==> src/hdl/domain_wildcard_allowlist_match_defines.svh <==
// Assertion macros used by the top module to check its own behaviour.
`ifndef DOMAIN_WILDCARD_ALLOWLIST_MATCH_DEFINES_SVH
`define DOMAIN_WILDCARD_ALLOWLIST_MATCH_DEFINES_SVH
`ifndef ASSERT_OFF
`define DWAM_ASSERT_IMP(label, clk, rst, ante, cons) \
  label: assert property (@(posedge clk) disable iff (rst) (ante) |-> (cons)) \
    else $error("implication check failed");
`define DWAM_ASSERT_NXT(label, clk, ante, cons) \
  label: assert property (@(posedge clk) (ante) |=> (cons)) \
    else $error("next-cycle check failed");
`else
`define DWAM_ASSERT_IMP(label, clk, rst, ante, cons)
`define DWAM_ASSERT_NXT(label, clk, ante, cons)
`endif
`endif

==> src/hdl/dwam_pkg.sv <==
`default_nettype none
package dwam_pkg;

  localparam logic [7:0] CH_STAR    = 8'h2A;
  localparam logic [7:0] CH_DOT     = 8'h2E;
  localparam logic [7:0] CH_HASH    = 8'h23;
  localparam logic [7:0] CH_NEWLINE = 8'h0A;

  localparam logic [1:0] CMD_CLEAR = 2'd0;
  localparam logic [1:0] CMD_ENTRY = 2'd1;
  localparam logic [1:0] CMD_QUERY = 2'd2;

  localparam logic [2:0] ST_ANSWERED = 3'd0;
  localparam logic [2:0] ST_STORED   = 3'd1;
  localparam logic [2:0] ST_SKIPPED  = 3'd2;
  localparam logic [2:0] ST_FULL     = 3'd3;
  localparam logic [2:0] ST_TOO_LONG = 3'd4;

  typedef enum logic [2:0] {
    S_IDLE,
    S_LEN_RD,
    S_LEN_CHK,
    S_BYTE_RD,
    S_BYTE_CMP
  } state_t;

  // Controller to datapath.
  typedef struct packed {
    logic ready;
    logic len_chk;
    logic cmp;
    logic next_entry;
    logic finish_hit;
    logic finish_miss;
  } ctl_cmd_t;

  // Datapath to controller.
  typedef struct packed {
    logic out_busy;
    logic start_lookup;
    logic more;
    logic alive0;
    logic alive_n;
    logic hit;
  } dp_stat_t;

endpackage
`default_nettype wire

==> src/hdl/dwam_ctrl.sv <==
`default_nettype none
module dwam_ctrl
  import dwam_pkg::*;
(
  input  wire logic     clk,
  input  wire logic     rst,
  input  wire dp_stat_t stat,
  output ctl_cmd_t      cmd
);
  state_t state, state_next;

  always_ff @(posedge clk) begin
    if (rst) begin
      state <= S_IDLE;
    end else begin
      state <= state_next;
    end
  end

  always_comb begin
    state_next = state;
    cmd = '0;
    unique case (state)
      S_IDLE: begin
        cmd.ready = !stat.out_busy;
        if (stat.start_lookup) begin
          state_next = S_LEN_RD;
        end
      end
      S_LEN_RD: begin
        if (!stat.more) begin
          cmd.finish_miss = 1'b1;
          state_next = S_IDLE;
        end else begin
          state_next = S_LEN_CHK;
        end
      end
      S_LEN_CHK: begin
        cmd.len_chk = 1'b1;
        if (stat.alive0) begin
          state_next = S_BYTE_RD;
        end else begin
          cmd.next_entry = 1'b1;
          state_next = S_LEN_RD;
        end
      end
      S_BYTE_RD: begin
        state_next = S_BYTE_CMP;
      end
      S_BYTE_CMP: begin
        cmd.cmp = 1'b1;
        if (stat.hit) begin
          cmd.finish_hit = 1'b1;
          state_next = S_IDLE;
        end else if (!stat.alive_n) begin
          cmd.next_entry = 1'b1;
          state_next = S_LEN_RD;
        end else begin
          state_next = S_BYTE_RD;
        end
      end
      default: begin
        state_next = S_IDLE;
      end
    endcase
  end
endmodule
`default_nettype wire

==> config.mk <==
export PLATFORM = sky130hd
export DESIGN_NAME = dwam_ctrl
export DESIGN_NICKNAME = d
export VERILOG_FILES = /design/src/hdl/domain_wildcard_allowlist_match_defines.svh /design/src/hdl/dwam_pkg.sv /design/src/hdl/dwam_ctrl.sv
export SDC_FILE = /design/constraint.sdc
export NUM_CORES = 1
export LEC_CHECK = 0
export BUFFER_PORTS_ARGS = -buffer_cell sky130_fd_sc_hd__buf_4
export CORE_AREA = 3 3 40 42
export CTS_BUF_LIST = sky130_fd_sc_hd__clkbuf_8
export CTS_CLUSTER_DIAMETER = 80
export CTS_CLUSTER_SIZE = 40
export DETAILED_ROUTE_END_ITERATION = 8
export DIE_AREA = 0 0 43 45
export GPL_TIMING_DRIVEN = 0
export MAX_ROUTING_LAYER = met4
export SYNTH_ARGS = -nofsm -noshare
export SYNTH_HDL_FRONTEND = slang
export SYNTH_SLANG_ARGS = --single-unit
==> constraint.sdc <==
create_clock -name clk -period 2.49 [get_ports clk]
set_input_delay 0.249 -clock clk [delete_from_list [all_inputs] [get_ports clk]]
set_output_delay 0.249 -clock clk [all_outputs]
set_load 0.03 [all_outputs]
==> out/results.tsv, run 1 <==
stage	metric	value	unit
run_status	run_status	finished clean	
sta	fin_tns_setup	0	ns
grt	grt_overflow	0	
worst_setup_path	slowest_stage	dfxtp_1	
route	vias	239	
pwr	swShare	0.239	
route	drt_iter0_markers	0	
worst_setup_path	cp_cell_sequence	nor4b_4 > or2b_1 > o21ai_0 > buf_4	
route	drc	0	
cts	htreeDepth	1	
cts	clkTransAtPathRegs	0.03	ns
synthesis	synth-adder-area-share	0	
pwr	internal-power	0.000176	W
pwr	p_comb_frac	0.175	
cts	numCtsBuffers	3	
sta	clock.fmax	0.596	GHz
sta	finClkSkew	0.000603	ns
worst_setup_path	path_depth	4	
route	routed_wl	556	µm
cells_and_area	fin_area	392	µm²
sta	final.period_utilization	0.674	
cts	cts_resized	0	
grt	grt_pass1_vias	256	
cells_and_area	fin_nets	50	
pwr	p_sw	0.0000552	W
floorplanning	std_cell_rows	13	
synthesis	synth-async-reset-ratio	0	
sta	tightest_slew	0.346	ns
worst_setup_path	reg2reg_depth	4	
worst_setup_path	worst-path-buf-inv	1	
pwr	p_seq_frac	0.240	
worst_setup_path	cp_top_family	simple AND/OR/NAND/NOR gates	
synthesis	yosys-top-cells-count	dfxtp_1 (3), nor2_1 (3), a2111oi_2 (2), and4bb_2 (2), nor3_1 (2)	
worst_setup_path	start_kind	flip-flop	
floorplanning	io_pins	14	
route	drt_pass1_iterations	1	
route	wl_per_cell	9.93	µm
worst_setup_path	path_max_fanout	8	
cells_and_area	utilization	0.305	
min_path	min_path_cells	2	
synthesis	synth_nets	32	
sta	drv_slew	0	
synthesis	synth_area_leader_cell	dfxtp_1	
cells_and_area	reg.largest.list	state (3)	
worst_setup_path	cp.arrival	1.43	ns
sta	post-route-min-period	1.68	ns
cells_and_area	area_growth	70.1	%
cts	max-clock-path-buffers	2	
place	dp_hpwl	449	µm
route	via_per_inst	4.27	
synthesis	synth_edf_count	0	
grt	grt_usage	0.0703	
cts	root_buffer	clkbuf_8	
pwr	max-vdd-ir-drop	0.000140	V
worst_setup_path	max_stage_delay	0.37	ns
grt	grt_max_degree	11	
cells_and_area	antennaDiodeCount	0	
synthesis	synthXorXnorAreaFrac	0	
synthesis	ys_seq_elements	3	
floorplanning	fp.dieH	45	µm
sta	final.setup.worst_slack	0.812	ns
cts	cts_setup_buffers	0	
sta	relSlewSlack	0.767	
worst_setup_path	worstSetupEndpointType	output pin	
grt	grt_pass1_wl	938	µm
place	dpl_worst_slack	1.03	ns
run	maxCapViolCount	0	
synthesis	synth_top_flop_cell	dfxtp_1	
min_path	hold_path.class	primary input to flip-flop	
synthesis	synth-simple-area-share	0.516	
place	gp_congestion	0.708	
synthesis	syn_inst	24	
floorplanning	core	1280	µm²
floorplanning	die_area	1940	µm²
floorplanning	start_util	0.179	
synthesis	synth-compound-area-share	0.185	
synthesis	synth_top_family_by_area	simple AND/OR/NAND/NOR gates	
pwr	power.leakage	0.173	nW
worst_setup_path	critPathKind	flip-flop to output pin	
cells_and_area	layout-drive-gt1-share	0.561	
synthesis	yosysWarnings	0	
cells_and_area	largest_register_ffs	3	
synthesis	syn_area_per_cell	9.59	µm²
cells_and_area	num-fill-cells	140	
floorplanning	die_w	43	µm
place	port_buffers	13	
grt	antenna_found_initial	0	
synthesis	syn_area	230	µm²
pwr	p_clk_frac	0.585	
synthesis	synth_top_area_frac	0.261	
worst_setup_path	worstPathRequired	2.24	ns
sta	rsz0062_at_grt	no	
place	placed_area	347	µm²
synthesis	synthMuxAreaShare	0	
cts	cts.sinks	3	
pwr	power.density	590	nW/µm²
cts	postCtsHoldBufs	0	
route	final_antenna_net_count	0	
synthesis	ys_seq_area_frac	0.261	
cts	tritoncts	yes	
cells_and_area	regMostFlops	state	
synthesis	synth_area_leaders	dfxtp_1 (26%), a2111oi_2 (13%), and4bb_2 (11%)	
cts	clk_latency	0.21	ns
synthesis	synth_cell_type_count	17	
sta	hold_viol	0	
sta	finalSetupViolCount	0	
## power groups by stage
stage	clock, W	combinational [W]	sequential, W
after global placement	0	0.0000404	0.0000563
after global routing	0.000146	0.0000437	0.0000561
after CTS	0.000138	0.0000411	0.0000554
after detailed placement	0	0.0000410	0.0000560
final	0.000135	0.0000404	0.0000554
after floorplan	0	0.0000235	0.0000549
## per-layer routing
metal	global-route usage	vias up	wire length (µm)
li1	-	126	-
met5	-	-	0
met4	0.0904	0	0
met3	0.0159	0	26
met1	0.0625	109	201
met2	0.111	4	329
## placed cells by master, fill, tap and decap left out
cell,Yosys,routed
or2b_1,1,1
clkbuf_8,0,3
nand2_1,1,1
inv_1,1,2
nor4b_1,1,1
and4bb_2,2,2
nor4bb_1,1,1
dfxtp_1,3,3
and2_1,1,1
buf_2,1,1
nor3_1,2,2
o21ai_0,1,1
a2111oi_2,2,2
and3_1,1,1
a211oi_1,1,1
nor2_1,3,3
nor4b_4,1,1
or2_2,1,1
buf_4,0,13
## logic make-up (layout without fill, tap and decap cells)
| logic type | count (synthesis) | after routing |
|---|---|---|
| AND/OR/NAND/NOR | 15 | 15 |
| AO/OA/AOI/OAI | 4 | 4 |
| flip-flops | 3 | 3 |
| buffers and inverters | 2 | 19 |
## area by class of cell
class                   instances  area [µm²]  area share
clock buffers                   3        41.3       0.105
clock inverters                 1        3.75     0.00958
inverters                       1        3.75     0.00958
flip-flops and latches          3        60.1       0.153
plain buffers                   1        5.00      0.0128
repair buffers                 13        97.6       0.249
well taps                      15        18.8      0.0479
multi-input cells              19         161       0.412
## per-stage QoR
| stage | total power (W) | hold WS [ns] | std cells |
|---|---|---|---|
| after detailed placement | 0.0000970 | 0.445 | 52 |
| after global routing | 0.000246 | 0.223 | 56 |
| after global placement | 0.0000967 | 0.442 | 52 |
| final | 0.000231 | 0.224 | 56 |
| after CTS | 0.000235 | 0.222 | 56 |
| after floorplan | 0.0000784 | 0.318 | 24 |
## final timing paths
kind,start,endpoint,slack (ns)
worst max-delay path,state[0]$_SDFFE_PP0P_,cmd[2],0.81
worst min-delay path,rst,state[1]$_SDFFE_PP0P_,0.22
worst max register to register,state[2]$_SDFFE_PP0P_,state[1]$_SDFFE_PP0P_,1.23
worst min register to register,state[1]$_SDFFE_PP0P_,state[2]$_SDFFE_PP0P_,0.58
Note: power is estimated with default switching activity, not from simulation.
==> inputs of run 2 (changes only) <==
==> constraint.sdc (replaced) <==
create_clock -name clk -period 1.6 [get_ports clk]
set_input_delay 0.16 -clock clk [delete_from_list [all_inputs] [get_ports clk]]
set_output_delay 0.16 -clock clk [all_outputs]
set_load 0.03 [all_outputs]
==> out/results.tsv, run 2 (synthesis gave the netlist of run 1 again) <==
stage	metric	value	unit	change
run_status	run_status	finished clean		
cells_and_area	fin_nets	50		unchanged
worst_setup_path	worst-path-buf-inv	1		unchanged
grt	antenna_found_initial	0		unchanged
cts	max-clock-path-buffers	2		unchanged
route	vias	249		+4.2%
floorplanning	start_util	0.179		unchanged
cells_and_area	num-fill-cells	155		+11%
place	dp.cells	52		unchanged
worst_setup_path	critPathKind	flip-flop to output pin		
sta	finalSetupViolCount	0		unchanged
cts	cts.sinks	3		unchanged
cells_and_area	layout-drive-gt1-share	0.634		+0.0732
cts	numCtsBuffers	3		unchanged
route	final_antenna_net_count	0		unchanged
floorplanning	die_w	43	µm	unchanged
cells_and_area	regArea	65.1	µm²	+8.3%
route	drc	0		unchanged
grt	grt_pass1_wl	910	µm	-3.0%
worst_setup_path	worstSetupEndpointType	output pin		
cells_and_area	area_growth	75.0	%	
worst_setup_path	start_kind	flip-flop		
floorplanning	fp.dieH	45	µm	unchanged
sta	hold_viol	0		unchanged
sta	drv_slew	0		unchanged
cts	clkTransAtPathRegs	0.03	ns	about the same
grt	grt_usage	0.0600		-0.0103
floorplanning	core	1280	µm²	unchanged
route	wl_per_cell	9.96	µm	+0.36%
floorplanning	io_pins	14		unchanged
cts	cts_resized	0		unchanged
worst_setup_path	cp_cell_sequence	nor4b_4 > or2b_1 > o21ai_0 > buf_4		
place	placed_area	353	µm²	+1.8%
cells_and_area	largest_register_ffs	3		unchanged
cells_and_area	most-common-layout-cells	buf_4 (13), nor2_1 (3), clkbuf_8 (3)		
cells_and_area	final_cells	56		unchanged
pwr	power.leakage	0.176	nW	+1.6%
worst_setup_path	path_max_fanout	8		unchanged
cts	htreeDepth	1		unchanged
route	drt_pass1_iterations	1		unchanged
route	via_per_inst	4.45		+4.2%
worst_setup_path	cp.arrival	1.39	ns	-0.04 ns
run	maxCapViolCount	0		unchanged
cells_and_area	multi_input_area	168	µm²	+3.9%
min_path	hold_path.class	primary input to flip-flop		
pwr	power.density	883	nW/µm²	+50%
floorplanning	die_area	1940	µm²	unchanged
grt	grt_overflow	0		unchanged
cells_and_area	regMostFlops	state		
place	dp_hpwl	467	µm	+3.9%
sta	post-route-min-period	1.55	ns	
cells_and_area	antennaDiodeCount	0		unchanged
cts	clk_latency	0.21	ns	about the same
route	drt_iter0_markers	0		unchanged
grt	grt_max_degree	11		unchanged
sta	clock.fmax	0.646	GHz	
sta	finClkSkew	0.0000934	ns	-0.000509 ns
pwr	max-vdd-ir-drop	0.000305	V	+120%
cts	root_buffer	clkbuf_8		
sta	relSlewSlack	0.774		+0.00627
place	port_buffers	13		unchanged
cts	cts_setup_buffers	0		unchanged
sta	final.period_utilization	0.968		
cts	tritoncts	yes		
sta	rsz0062_at_grt	no		
sta	fin_tns_setup	0	ns	unchanged
route	routed_wl	558	µm	+0.36%
cells_and_area	mostFrequentLayoutCell	buf_4		
worst_setup_path	max_stage_delay	0.36	ns	about the same
cts	postCtsHoldBufs	0		unchanged
worst_setup_path	worstPathRequired	1.44	ns	-0.80 ns
worst_setup_path	slowest_stage	dfxtp_4		
floorplanning	std_cell_rows	13		unchanged
cells_and_area	fin_area	403	µm²	+2.9%
grt	grt_pass1_vias	246		-3.9%
worst_setup_path	cp_top_family	simple AND/OR/NAND/NOR gates		
place	gp_congestion	0.710		+0.30%
sta	tightest_slew	0.337	ns	-0.00934 ns
cells_and_area	reg.largest.list	state (3)		
sta	fin_worst_hold_slack	0.132	ns	-0.0920 ns
run 2: cell counts in the layout (fill, tap and decap cells not counted):
Identical to the previous run, type by type.
run 2: final timing paths:
| check | from | to | slack, ns | cells after the start |
|---|---|---|---|---|
| worst max-delay path | state[1]$_SDFFE_PP0P_ | cmd[2] | 0.05 | 4 |
| worst min-delay path | rst | state[1]$_SDFFE_PP0P_ | 0.13 | 2 |
| worst max register to register | state[2]$_SDFFE_PP0P_ | state[1]$_SDFFE_PP0P_ | 0.32 | 4 |
| worst min register to register | state[1]$_SDFFE_PP0P_ | state[2]$_SDFFE_PP0P_ | 0.54 | 1 |
run 2: cell type report:
cell class | instances | area share
repair buffers | 13 | 0.242
clock inverters | 1 | 0.00932
clock buffers | 3 | 0.102
well taps | 15 | 0.0466
inverters | 1 | 0.00932
flip-flops and latches | 3 | 0.161
multi-input cells | 19 | 0.416
plain buffers | 1 | 0.0124
run 2: per-stage QoR:
stage	total power, W	setup slack (ns)	util
2_1_floorplan	0.000123	0.0720	-
5_1_grt	0.000371	0.000890	0.314
4_1_cts	0.000360	0.000789	0.310
3_5_place_dp	0.000152	0.222	0.275
3_3_place_gp	0.000151	0.230	0.275
6_report	0.000356	0.0515	0.314
run 2: where the power goes:
part	switching (W)	internal, W
logic	0.0000318	0.0000321
clock network	0.0000427	0.000163
registers	0.00000784	0.0000785
run 2: routing by layer:
metal	up-vias	wire [µm]	GRT usage
li1	127	-	-
met1	118	242	0.0745
met2	4	297	0.108
met3	0	17	0
met4	0	0	0.0181
met5	-	0	-
